<file path="src/rtl/core/nsfa_pkg.sv">
// Shared types and constants for the neighbor spring force accumulator.
// Used by the front end, the queue, the back end and the top level.
package nsfa_pkg;

  localparam int unsigned POS_W       = 32;
  localparam int unsigned REST_W      = 31;
  localparam int unsigned ACC_W       = 40;
  localparam int unsigned CFG_IDX_W   = 1;
  localparam int unsigned QUEUE_DEPTH = 4;
  localparam int unsigned QPTR_W      = $clog2(QUEUE_DEPTH);
  localparam int unsigned FRAC_BITS_DEFAULT = 16;

  // Configuration register indexes.
  localparam logic [CFG_IDX_W-1:0] REG_STIFFNESS = 1'b0;
  localparam logic [CFG_IDX_W-1:0] REG_TRACTION  = 1'b1;

  // One classified neighbor record as it travels through the queue.
  typedef struct packed {
    logic signed [POS_W-1:0]  ux;
    logic signed [POS_W-1:0]  uy;
    logic signed [POS_W-1:0]  uz;
    logic        [REST_W-1:0] rest;
    logic                     knots;     // both cells are knots
    logic                     interior;
    logic                     add;       // record contributes a term
    logic                     last;      // record closes the cell
  } entry_t;

  typedef struct packed {
    logic full;
    logic empty;
  } queue_status_t;

endpackage

</file>
<file path="src/rtl/core/nsfa_front.sv">
// Front end: takes neighbor records, forms the saturated offsets and
// classifies each record. Depends on nsfa_pkg.
module nsfa_front (
  input  logic                                in_valid,
  output logic                                in_ready,
  input  logic signed [nsfa_pkg::POS_W-1:0]   in_self_x,
  input  logic signed [nsfa_pkg::POS_W-1:0]   in_self_y,
  input  logic signed [nsfa_pkg::POS_W-1:0]   in_self_z,
  input  logic signed [nsfa_pkg::POS_W-1:0]   in_other_x,
  input  logic signed [nsfa_pkg::POS_W-1:0]   in_other_y,
  input  logic signed [nsfa_pkg::POS_W-1:0]   in_other_z,
  input  logic        [nsfa_pkg::REST_W-1:0]  in_rest_length,
  input  logic                                in_self_knot,
  input  logic                                in_other_knot,
  input  logic                                in_self_interior,
  input  logic                                in_slot_valid,
  input  logic                                in_last_slot,
  input  nsfa_pkg::queue_status_t             q_status,
  output logic                                push,
  output nsfa_pkg::entry_t                    push_entry
);
  import nsfa_pkg::*;

  function automatic logic signed [POS_W-1:0] sat_offset(
    input logic signed [POS_W-1:0] a,
    input logic signed [POS_W-1:0] b
  );
    logic signed [POS_W:0] diff;
    diff = {b[POS_W-1], b} - {a[POS_W-1], a};
    if (diff[POS_W] != diff[POS_W-1]) begin
      sat_offset = diff[POS_W] ? {1'b1, {(POS_W-1){1'b0}}} : {1'b0, {(POS_W-1){1'b1}}};
    end else begin
      sat_offset = diff[POS_W-1:0];
    end
  endfunction

  assign in_ready = !q_status.full;

  // A dead slot that does not close the cell has no effect and is dropped here.
  assign push = in_valid && in_ready && (in_slot_valid || in_last_slot);

  always_comb begin
    push_entry.ux       = sat_offset(in_self_x, in_other_x);
    push_entry.uy       = sat_offset(in_self_y, in_other_y);
    push_entry.uz       = sat_offset(in_self_z, in_other_z);
    push_entry.rest     = in_rest_length;
    push_entry.knots    = in_self_knot && in_other_knot;
    push_entry.interior = in_self_interior;
    push_entry.add      = in_slot_valid;
    push_entry.last     = in_last_slot;
  end

endmodule

</file>
<file path="config.mk">
export PLATFORM = sky130hd
export DESIGN_NAME = nsfa_front
export DESIGN_NICKNAME = d
export VERILOG_FILES = /design/src/rtl/core/nsfa_pkg.sv /design/src/rtl/core/nsfa_front.sv
export SDC_FILE = /design/constraint.sdc
export NUM_CORES = 1
export LEC_CHECK = 0
export BUFFER_PORTS_ARGS = -buffer_cell sky130_fd_sc_hd__buf_4
export CAP_MARGIN = 10
export CELL_PAD_IN_SITES_DETAIL_PLACEMENT = 0
export CELL_PAD_IN_SITES_GLOBAL_PLACEMENT = 1
export CORE_AREA = 8 8 162 164
export DETAILED_ROUTE_END_ITERATION = 16
export DIE_AREA = 0 0 170 172
export PLACE_DENSITY_LB_ADDON = 0.1
export SYNTH_ARGS = -nofsm -noshare
export SYNTH_HDL_FRONTEND = slang
export SYNTH_SLANG_ARGS = --single-unit
</file>
<file path="constraint.sdc">
create_clock -name vclk -period 3.8
set_input_delay 0.57 -clock vclk [all_inputs]
set_output_delay 0.57 -clock vclk [all_outputs]
set_load 0.05 [all_outputs]
</file>
# Yosys cells after proc, flatten, opt, wreduce, memory -nomap -nowiden
# Index checks and enable logic that the tools add are counted.
[totals]
regBits = 0
inputBits = 231
output_inout_bits = 133
wordCells = 17
[op_classes]
addsub = 3
n_eq_ne = 3
muxes = 6
n_reduce_logical = 5
[ops]
columns = ["op", "count"]
rows = [
  ["$mux W32", 6],
  ["$sub A32 B32 Y33", 3],
  ["$logic_and A1 B1 Y1", 3],
  ["$ne A1 B1 Y1", 3],
  ["$logic_not A1 Y1", 1],
  ["$logic_or A1 B1 Y1", 1],
]

# Depth between registers and ports, before layout
[logic_depth]
ltp_word = 3
ltp_mapped = 14
mapped_depth_nobuf = 12

# Worst setup path before layout
# Ideal clock, no wire load.
[synth_path]
path_type = "in2out"
from = "in in_other_x[0] in the netlist's numbering"
to = "out push_entry[124] in the netlist's numbering"
arrival_time_ns = 3.850
t_required_ns = 3.230
path_slack_ns = -0.620
path_stages = 12
path_buffers = 0
path_cell_list = "inv_1 > ha_1 > inv_1 > fa_1 > a211oi_1 > nor2_1 > o31a_1 > a221oi_2 > o41ai_2 > a31oi_1 > xor2_1 > o21ai_0"
[synth_lines]
columns = ["item", "line", "source"]
rows = [
  ["start, declared", "nsfa_front.sv:9", "input logic signed [nsfa_pkg::POS_W-1:0] in_other_x,"],
  ["end, declared", "nsfa_front.sv:20", "output nsfa_pkg::entry_t push_entry"],
]

==> flow_summary_export.csv <==
group,metric,value,unit
sta,whs,1140,ps
min_path,hold_path.class,"input pin to primary output",
sta,max_freq,262,MHz
sta,hold_viol_final,0,
floorplan,rows,57,
finish,clock_buffers,0,
worst_setup_path,worstSetupPathType,"input pin to primary output",
global_route,grt_usage,17.2,%
yosys,syn_area,6530,µm²
global_route,grt_pass1_vias,8533,
yosys,synth_warnings,0,
worst_setup_path,cp-start-kind,"input pin",
pwr,p_leak,5.61,nW
yosys,syn-num-nets,1328,
min_path,whs_path_depth,0,
finish,final_cell_mix,"buf_4, inv_1, buf_6, ha_1, a21oi_1",
run_status,violations,"negative setup slack",
finish,final_common_cell,"buf_4",
sta,final-setup-viol-count,7,
clock_network,ctsHoldBuffers,0,
yosys,synth_top_area_share,18.4,%
sta,rsz0062_at_grt,"true",
floorplan,die_area,29200,µm²
worst_setup_path,critPathLaunch,"in_other_x[0]",
run,maxCapViolations,0,
worst_setup_path,crit_path_end_kind,"primary output",
global_route,antenna_found_initial,2,
placed_design,gp_congestion,0.845,
placed_design,io_buffers,299,
placed_design,dp_hpwl,23600,µm
global_route,grt_max_degree,20,
yosys,synth.distinct_cells,65,
worst_setup_path,crit_fanout,3,
worst_setup_path,crit_arrival,3240,ps
routing,initialDrtViolationCount,254,
routing,via_count,8366,
yosys,synthCells,998,
min_path,min_from,"in_rest_length[6]",
sta,slew_headroom,61.1,%
finish,fillers,2500,
run_status,status,"finished with violations",
sta,worst_slew_pin_slew,578,ps
floorplan,core,23800,µm²
worst_setup_path,required,3230,ps
routing,dr.pass1.iters,5,
finish,ff_latch_area,0,µm²
yosys,ys_seq_area_share,0,%
yosys,syn_avg_cell_area,6.55,µm²
routing,routedWlPerCell,16.2,µm
routing,viasPerCell,4.90,
routing,drc,0,
sta,slew_violations,0,
sta,timing.setup.tns,-28.9,ps
floorplan,io_pins,364,
sta,fin_crit_sh,100,%
routing,antenna_left,0,
pwr,peakVddDrop,0.240,mV
finish,seq_cells,0,
finish,drive_above_1_share,45.2,%
finish,final_nets,1713,
global_route,grt_pass1_wl,42300,µm
routing,wirelength,27700,µm
global_route,grt_overflow,0,
placed_design,dp_slack,-297,ps
floorplan,start_util,27.4,%
finish,syn_to_final_growth,76.2,%
pwr,power_density,344,nW/µm²
placed_design,dp_cells,1686,
sta,fin_ws,-11.8,ps
yosys,yosys-top-cells-area,"ha_1, a21oi_1, o21ai_0",
floorplan,die_h,172,µm
yosys,yosys.area.top_type,"ha_1",
floorplan,die_w,170,µm
finish,stdcell_count,1707,
sta,fin_crit,3810,ps
min_path,hold_end,"push_entry[10]",
==> power by group <==
part           internal, mW  switching, mW
clock          0.0000000709              0
sequential                0              0
combinational          1.61           2.35
total                  1.61           2.35
==> synth_stat cells (all sizes together) (11+ instances only) <==
| master | count |
|---|---|
| nand3 | 20 |
| clkbuf | 24 |
| and2 | 11 |
| a21oi | 112 |
| ha | 96 |
| xor2 | 41 |
| inv | 128 |
| o21a | 12 |
| o21ai | 110 |
| a31oi | 15 |
| o21bai | 13 |
| nand2 | 61 |
| buf | 45 |
| a21o | 50 |
| nor3 | 12 |
| xnor2 | 44 |
| nor2 | 55 |
| o31ai | 12 |
| a211oi | 15 |
==> metrics by stage <==
step                power (mW)  utilization (%)  area, µm²
floorplan                 2.40                -       6890
global route              4.20             48.3      11500
detailed placement        3.51             43.1      10300
finish                    3.96             48.3      11500
global placement          3.51             43.1      10300
CTS                       3.76             45.9      10900
==> timing repair <==
action                                  in CTS  in global routing
setup buffers                                8                  8
gates cloned                                 2                  2
endpoints found under the setup margin      93                 93
gates resized for setup                    115                111
pin swaps                                   42                 47
==> cell type report <==
cell class                      instances  area [µm²]  area share (%)
Timing Repair Buffer                  452        3920            34.0
Tap cell                              324         405            3.52
Antenna cell                            2        5.00          0.0435
Inverter                              128         493            4.28
Multi-Input combinational cell        801        6690            58.1
==> logic make-up after synthesis <==
group,Yosys count,synth area share (%)
xor+xnor,85,11.4
buf+inv,197,13.9
simple gates,208,15.3
compound gates,404,39.3
fa+ha+maj,104,20.1
==> how the worst max path moves through the flow <==
stage	end	slack [ps]	cells after the start
final	push_entry[110]	-10	14
after global routing	push_entry[129]	-120	16
after CTS	push_entry[116]	0.2	12
after detailed placement	push_entry[128]	-300	16
after global placement	push_entry[127]	-280	16
after floorplan	push_entry[92]	-310	12
==> worst max-delay path, cell delays in order <==
cell,delay (ps)
buf_6,100
inv_4,50
ha_4,130
inv_2,40
fa_2,360
a211oi_2,200
nor2_1,80
o31a_1,300
a221oi_4,350
o41ai_2,140
a31o_2,310
buf_6,130
maj3_2,310
buf_8,160
==> metal layers <==
layer / global-route usage, % / vias to the layer above / routed length [µm]
li1: - / 4312 / -
met1: 20.8 / 3836 / 11800
met2: 31.8 / 198 / 14000
met3: 3.13 / 18 / 1520
met4: 2.52 / 2 / 267
met5: 0 / - / 14
(Power assumes the default switching activity.)
