==> config.mk <==
export PLATFORM = sky130hd
export DESIGN_NAME = nsfa_queue
export DESIGN_NICKNAME = d
export VERILOG_FILES = /design/src/rtl/core/nsfa_pkg.sv /design/src/rtl/core/nsfa_queue.sv
export SDC_FILE = /design/constraint.sdc
export NUM_CORES = 1
export LEC_CHECK = 0
export BUFFER_PORTS_ARGS = -buffer_cell sky130_fd_sc_hd__buf_2
export CAP_MARGIN = 20
export CELL_PAD_IN_SITES_DETAIL_PLACEMENT = 1
export CELL_PAD_IN_SITES_GLOBAL_PLACEMENT = 2
export CORE_UTILIZATION = 49
export CTS_CLUSTER_DIAMETER = 120
export DETAILED_ROUTE_END_ITERATION = 8
export PLACE_DENSITY_LB_ADDON = 0.1
export SETUP_SLACK_MARGIN = 0.05
export SLEW_MARGIN = 20
export SYNTH_ARGS = -nofsm -noshare
export SYNTH_HDL_FRONTEND = slang
export SYNTH_SLANG_ARGS = --single-unit
==> constraint.sdc <==
create_clock -name clk -period 6.1 [get_ports clk]
set_input_delay 0.305 -clock clk [delete_from_list [all_inputs] [get_ports clk]]
set_output_delay 0.305 -clock clk [all_outputs]
set_load 0.01 [all_outputs]
==> src/rtl/core/nsfa_pkg.sv <==
// Shared types and constants for the neighbor spring force accumulator.
// Used by the front end, the queue, the back end and the top level.
package nsfa_pkg;

  localparam int unsigned POS_W       = 32;
  localparam int unsigned REST_W      = 31;
  localparam int unsigned ACC_W       = 40;
  localparam int unsigned CFG_IDX_W   = 1;
  localparam int unsigned QUEUE_DEPTH = 4;
  localparam int unsigned QPTR_W      = $clog2(QUEUE_DEPTH);
  localparam int unsigned FRAC_BITS_DEFAULT = 16;

  // Configuration register indexes.
  localparam logic [CFG_IDX_W-1:0] REG_STIFFNESS = 1'b0;
  localparam logic [CFG_IDX_W-1:0] REG_TRACTION  = 1'b1;

  // One classified neighbor record as it travels through the queue.
  typedef struct packed {
    logic signed [POS_W-1:0]  ux;
    logic signed [POS_W-1:0]  uy;
    logic signed [POS_W-1:0]  uz;
    logic        [REST_W-1:0] rest;
    logic                     knots;     // both cells are knots
    logic                     interior;
    logic                     add;       // record contributes a term
    logic                     last;      // record closes the cell
  } entry_t;

  typedef struct packed {
    logic full;
    logic empty;
  } queue_status_t;

endpackage

==> src/rtl/core/nsfa_queue.sv <==
// Short queue of classified records between the front and back ends.
// Depends on nsfa_pkg.
module nsfa_queue (
  input  logic                    clk,
  input  logic                    rst_n,
  input  logic                    push,
  input  nsfa_pkg::entry_t        push_entry,
  input  logic                    pop,
  output nsfa_pkg::entry_t        head,
  output nsfa_pkg::queue_status_t status
);
  import nsfa_pkg::*;

  entry_t              slot_r [QUEUE_DEPTH];
  logic [QPTR_W-1:0]   wr_ptr_r, wr_ptr_nxt;
  logic [QPTR_W-1:0]   rd_ptr_r, rd_ptr_nxt;
  logic [QPTR_W:0]     count_r, count_nxt;

  assign head         = slot_r[rd_ptr_r];
  assign status.full  = (count_r == (QPTR_W+1)'(QUEUE_DEPTH));
  assign status.empty = (count_r == '0);

  always_comb begin
    wr_ptr_nxt = push ? wr_ptr_r + 1'b1 : wr_ptr_r;
    rd_ptr_nxt = pop ? rd_ptr_r + 1'b1 : rd_ptr_r;
    count_nxt  = count_r;
    if (push && !pop) begin
      count_nxt = count_r + 1'b1;
    end else if (pop && !push) begin
      count_nxt = count_r - 1'b1;
    end
  end

  always_ff @(posedge clk) begin
    if (!rst_n) begin
      wr_ptr_r <= '0;
      rd_ptr_r <= '0;
      count_r  <= '0;
    end else begin
      wr_ptr_r <= wr_ptr_nxt;
      rd_ptr_r <= rd_ptr_nxt;
      count_r  <= count_nxt;
    end
  end

  always_ff @(posedge clk) begin
    if (push) begin
      slot_r[wr_ptr_r] <= push_entry;
    end
  end

endmodule

* Word-level counts from Yosys, hierarchy flattened
Memory sizes are Yosys's and may differ from the RTL's. A register that Yosys moved wholly into a read port is not among the register bits.
Index checks and enable logic that the tools add are counted.
** Storage, ports and cells
- Memories kept :: 1
- Memory bits (writable) :: 524
- Flip-flop bits (word level) :: 7
** Memories
- slot_r :: depth 4, width 131, rd ports 1, clocked after Yosys merged registers in 1, write ports 1, line nsfa_queue.sv:14 : entry_t slot_r [QUEUE_DEPTH];
** Cells by class
- Multiplexer cells :: 6
- Reduce and logical (&&, ||, !) cells :: 6
- $add $sub $neg :: 4
- Equal/unequal tests :: 1
** Operators by type and width (count)
- $mux W3 :: 2
- $add A2 B1 Y2 const B :: 2
- $mux W2 :: 2
- $add A3 B1 Y3 const B :: 1
- $eq A3 B3 Y1 const B :: 1
- $logic_not A3 Y1 :: 1
- $sub A3 B1 Y3 const B :: 1
- $logic_and A1 B1 Y1 :: 2
- $logic_not A1 Y1 :: 2
- $mux W1 :: 2
- $reduce_bool A2 Y1 :: 1

* Depth between registers and ports, before layout
- Depth in word-level cells :: 4
- Gate-level depth with buffers :: 7
- Gate-level depth less buffers :: 7

* Worst setup path before layout
OpenSTA, ideal clock, no wires.
- Path kind :: flip-flop to flip-flop
- Start point :: register wr_ptr_r[0]
- End point :: memory slot_r[0][0] (netlist bit), enable pin
- Data required time :: 5595 ps
- Data arrival time :: 3546 ps
- Library setup time :: 505 ps
- Cell stages (with the launch flop) :: 4
- Slack :: 2049 ps
- Period minus slack after synthesis :: 4051 ps
- Cells stage by stage :: dfxtp_1 inv_1 ha_1 and2_1
** RTL lines
- start, declared :: line nsfa_queue.sv:15 : logic [QPTR_W-1:0] wr_ptr_r, wr_ptr_nxt;
- start signal, assigned :: line nsfa_queue.sv:40 : wr_ptr_r <= wr_ptr_nxt;
- end, declared :: line nsfa_queue.sv:14
No word-level cell before the write port.

==> flow_summary_export.csv <==
group,metric,value,unit
timing,fin_skew,0.00802,ns
min_path,min_from,"rst_n",
synthesis,synth-seq-cells,533,
placement,gp_congestion,0.706,
timing,post-route-min-period,3.20,ns
worst_setup_path,critPathKind,"register to primary output",
placement,dpl_worst_slack,3.42,ns
worst_setup_path,start_kind,"register",
placement,dp_cells,1491,
cells_and_area,register_area,15900,sq um
placement,dpl-instance-area,21300,sq um
cts,cts-resized-gates,0,
grt,grt_pass1_wl,62200,microns
min_path,worst_hold_path.num_cells,2,
cts,clockBufferDepth,3,
route,routed_wirelength,40500,microns
floorplanning,die-area,40300,sq um
synthesis,syn_inst,728,
timing,hold_viol_final,0,
placement,dp_hpwl,22700,microns
worst_setup_path,r2r-end,"slot_r[3][62]",
floorplanning,dieHeight,201,microns
worst_setup_path,r2r_cells,3,
route,vias_per_cell,5.25,
cells_and_area,final_cells,1724,
cells_and_area,layout_commonest_cell,"edfxtp_1",
synthesis,synth_warnings,0,
synthesis,syn_avg_cell_area,26.6,sq um
placement,io_buffers,267,
worst_setup_path,crit_arrival,2.89,ns
synthesis,synth_top_area_share,81.3,%
timing,max_freq,0.313,GHz
pwr,p_int,6.38,mW
timing,rsz0062_at_grt,"no",
cells_and_area,drive_gt1_share,40.0,%
pwr,power_switching,1.81,mW
worst_setup_path,reg2reg_from,"wr_ptr_r[1]",
cts,clkTransAtPathRegs,0.06,ns
worst_setup_path,required,5.79,ns
pwr,ir_worst_vdd,0.000248,V
pwr,p_seq_share,52.3,%
cts,cts_sinks,533,
pwr,power.density,338,nW/um^2
cells_and_area,nets,1301,
floorplanning,dieWidth,201,microns
synthesis,synthesis.area,19300,sq um
grt,antenna_found_initial,4,
route,drt_iter0_markers,485,
floorplanning,start_util,49.8,%
worst_setup_path,cp_max_fo,36,
route,wl_per_cell,23.5,microns
worst_setup_path,end_kind,"primary output",
cts,post-cts-setup-buffer-count,0,
cells_and_area,num-fill-cells,3250,
timing,worst_slack,2.90,ns
grt,grt.total_usage,20.7,%
cts,clk_latency,0.58,ns
cts,htreeDepth,2,
cts,cts_buffers,54,
worst_setup_path,r2r_slack,3.84,ns
floorplanning,io_pins,268,
route,ant_nets,0,
grt,grt_max_degree,120,
cells_and_area,multiInputGateArea,3210,sq um
floorplanning,core_area,38800,sq um
synthesis,synthTopCellsByArea,"edfxtp_1, mux4_2, dfxtp_1, buf_6, buf_2",
timing,post-route-period-util,52.4,%
timing,worstMarginPinSlew,1.01,ns
cts,cts_tree,"done",
timing,setup_tns,0,ns
route,drt_first_pass_iters,4,
pwr,p_comb_share,9.9,%
cells_and_area,area_growth,25.2,%
route,vias,9056,
timing,slew_headroom,32.5,%
pwr,power.share.switching,22.1,%
cells_and_area,fin_area,24200,sq um
pwr,power.leakage,8.20,nW
grt,overflow,0,
floorplanning,fp-row-count,72,
min_path,worstHoldPathType,"primary input to register",
synthesis,synth_nets,869,
cts,root_buffer,"clkbuf_16",
grt,grt_pass1_vias,10300,
synthesis,yosysSeqAreaShare,82.3,%
synthesis,yosys.area.top_type,"edfxtp_1",
synthesis,yosys.cell_types.count,21,
route,drc,0,
min_path,min_to,"wr_ptr_r[0]",
timing,drv_slew,0,
flow_run,drv_cap,0,
timing,setup-violations-final,0,
cells_and_area,mostFrequentLayoutCells,"edfxtp_1, buf_2, mux4_2, dlygate4sd3_1, clkbuf_16",
pwr,clkPwrFrac,37.8,%
outcome,status,"completed",
## metal layers
metal,track usage (%),vias to the layer above,wire (microns)
met5,0,-,0
met4,5.86,0,765
met1,27.1,4743,16800
met3,5.68,56,2590
met2,34.2,242,20300
li1,-,4015,-
## worst max-delay path, stage by stage, from the launching register on
cell	delay [ns]
dfxtp_4	0.77
buf_4	0.73
mux4_2	0.60
buf_2	0.16
## stage by stage
| step | power [mW] | hold WS, ns | util [%] |
|---|---|---|---|
| after CTS | 8.27 | 0.00717 | 62.3 |
| final | 8.18 | 0.0334 | 62.4 |
| after floorplan | 4.79 | 0.404 | - |
| after global routing | 8.47 | 0.0357 | 62.4 |
| after global placement | 5.10 | 0.503 | 54.7 |
| after detailed placement | 5.11 | 0.520 | 54.7 |
## cell usage after synthesis
library cell,instances
mux2i_1,2
nand2_1,1
a21boi_0,1
o21ai_0,1
ha_1,5
buf_2,14
inv_1,4
dfxtp_1,9
nor3b_1,1
and2_1,9
xnor2_1,2
buf_8,1
nor3_1,1
fa_1,1
nor2b_1,2
buf_6,10
clkbuf_1,5
mux4_2,131
edfxtp_1,524
xor2_1,3
or3_1,1
## repair_timing
action	4_1_cts	5_1_grt
hold buffers	131	0
endpoints found under the setup margin	0	0
endpoints found under the hold margin	524	0
## cells by family (layout without fill, tap and decap cells)
family                     Yosys count  in the layout  share of synthesized area (%)
DFF                                533            533                           82.3
and+or+nand+nor                     15             15                          0.472
adders and majority gates            6              6                          0.427
buffers and inverters               34            508                           1.20
AOI/OAI and AO/OA                    2              2                         0.0647
muxes                              133            133                           15.4
xor gates and xnor gates             5              5                          0.226
other                                0              4                              0
## sequential cells by signal (all words and copies together), names as in the netlist, named ones only
signal,count
count_r,3
slot_r,524
wr_ptr_r,2
rd_ptr_r,2
## power groups by stage
stage | clock network (mW) | registers, mW | logic, mW
3_5_place_dp | 0 | 4.36 | 0.757
5_1_grt | 3.29 | 4.30 | 0.877
6_report | 3.09 | 4.28 | 0.814
3_3_place_gp | 0 | 4.35 | 0.747
4_1_cts | 3.16 | 4.28 | 0.832
2_1_floorplan | 0 | 4.33 | 0.460
## layout make-up
type | count | share of cell area, %
Clock inverter | 30 | 0.894
Inverter | 4 | 0.0620
Sequential cell | 533 | 65.7
Antenna cell | 4 | 0.0413
Timing Repair Buffer | 406 | 11.4
Multi-Input combinational cell | 161 | 13.3
Clock buffer | 68 | 5.88
Tap cell | 518 | 2.68
## worst max-delay path by stage
stage                            from            to  slack (ns)  depth (start not counted)
after floorplan           wr_ptr_r[0]  slot_r[0][0]        2.05                          3
after global placement       register     head[114]        3.42                          3
after CTS                    register      head[91]        2.77                          3
after global routing         register      head[91]        2.65                          3
final                        register      head[87]        2.90                          3
after detailed placement     register      head[91]        3.42                          3
Power figures use the tool's default switching activity.
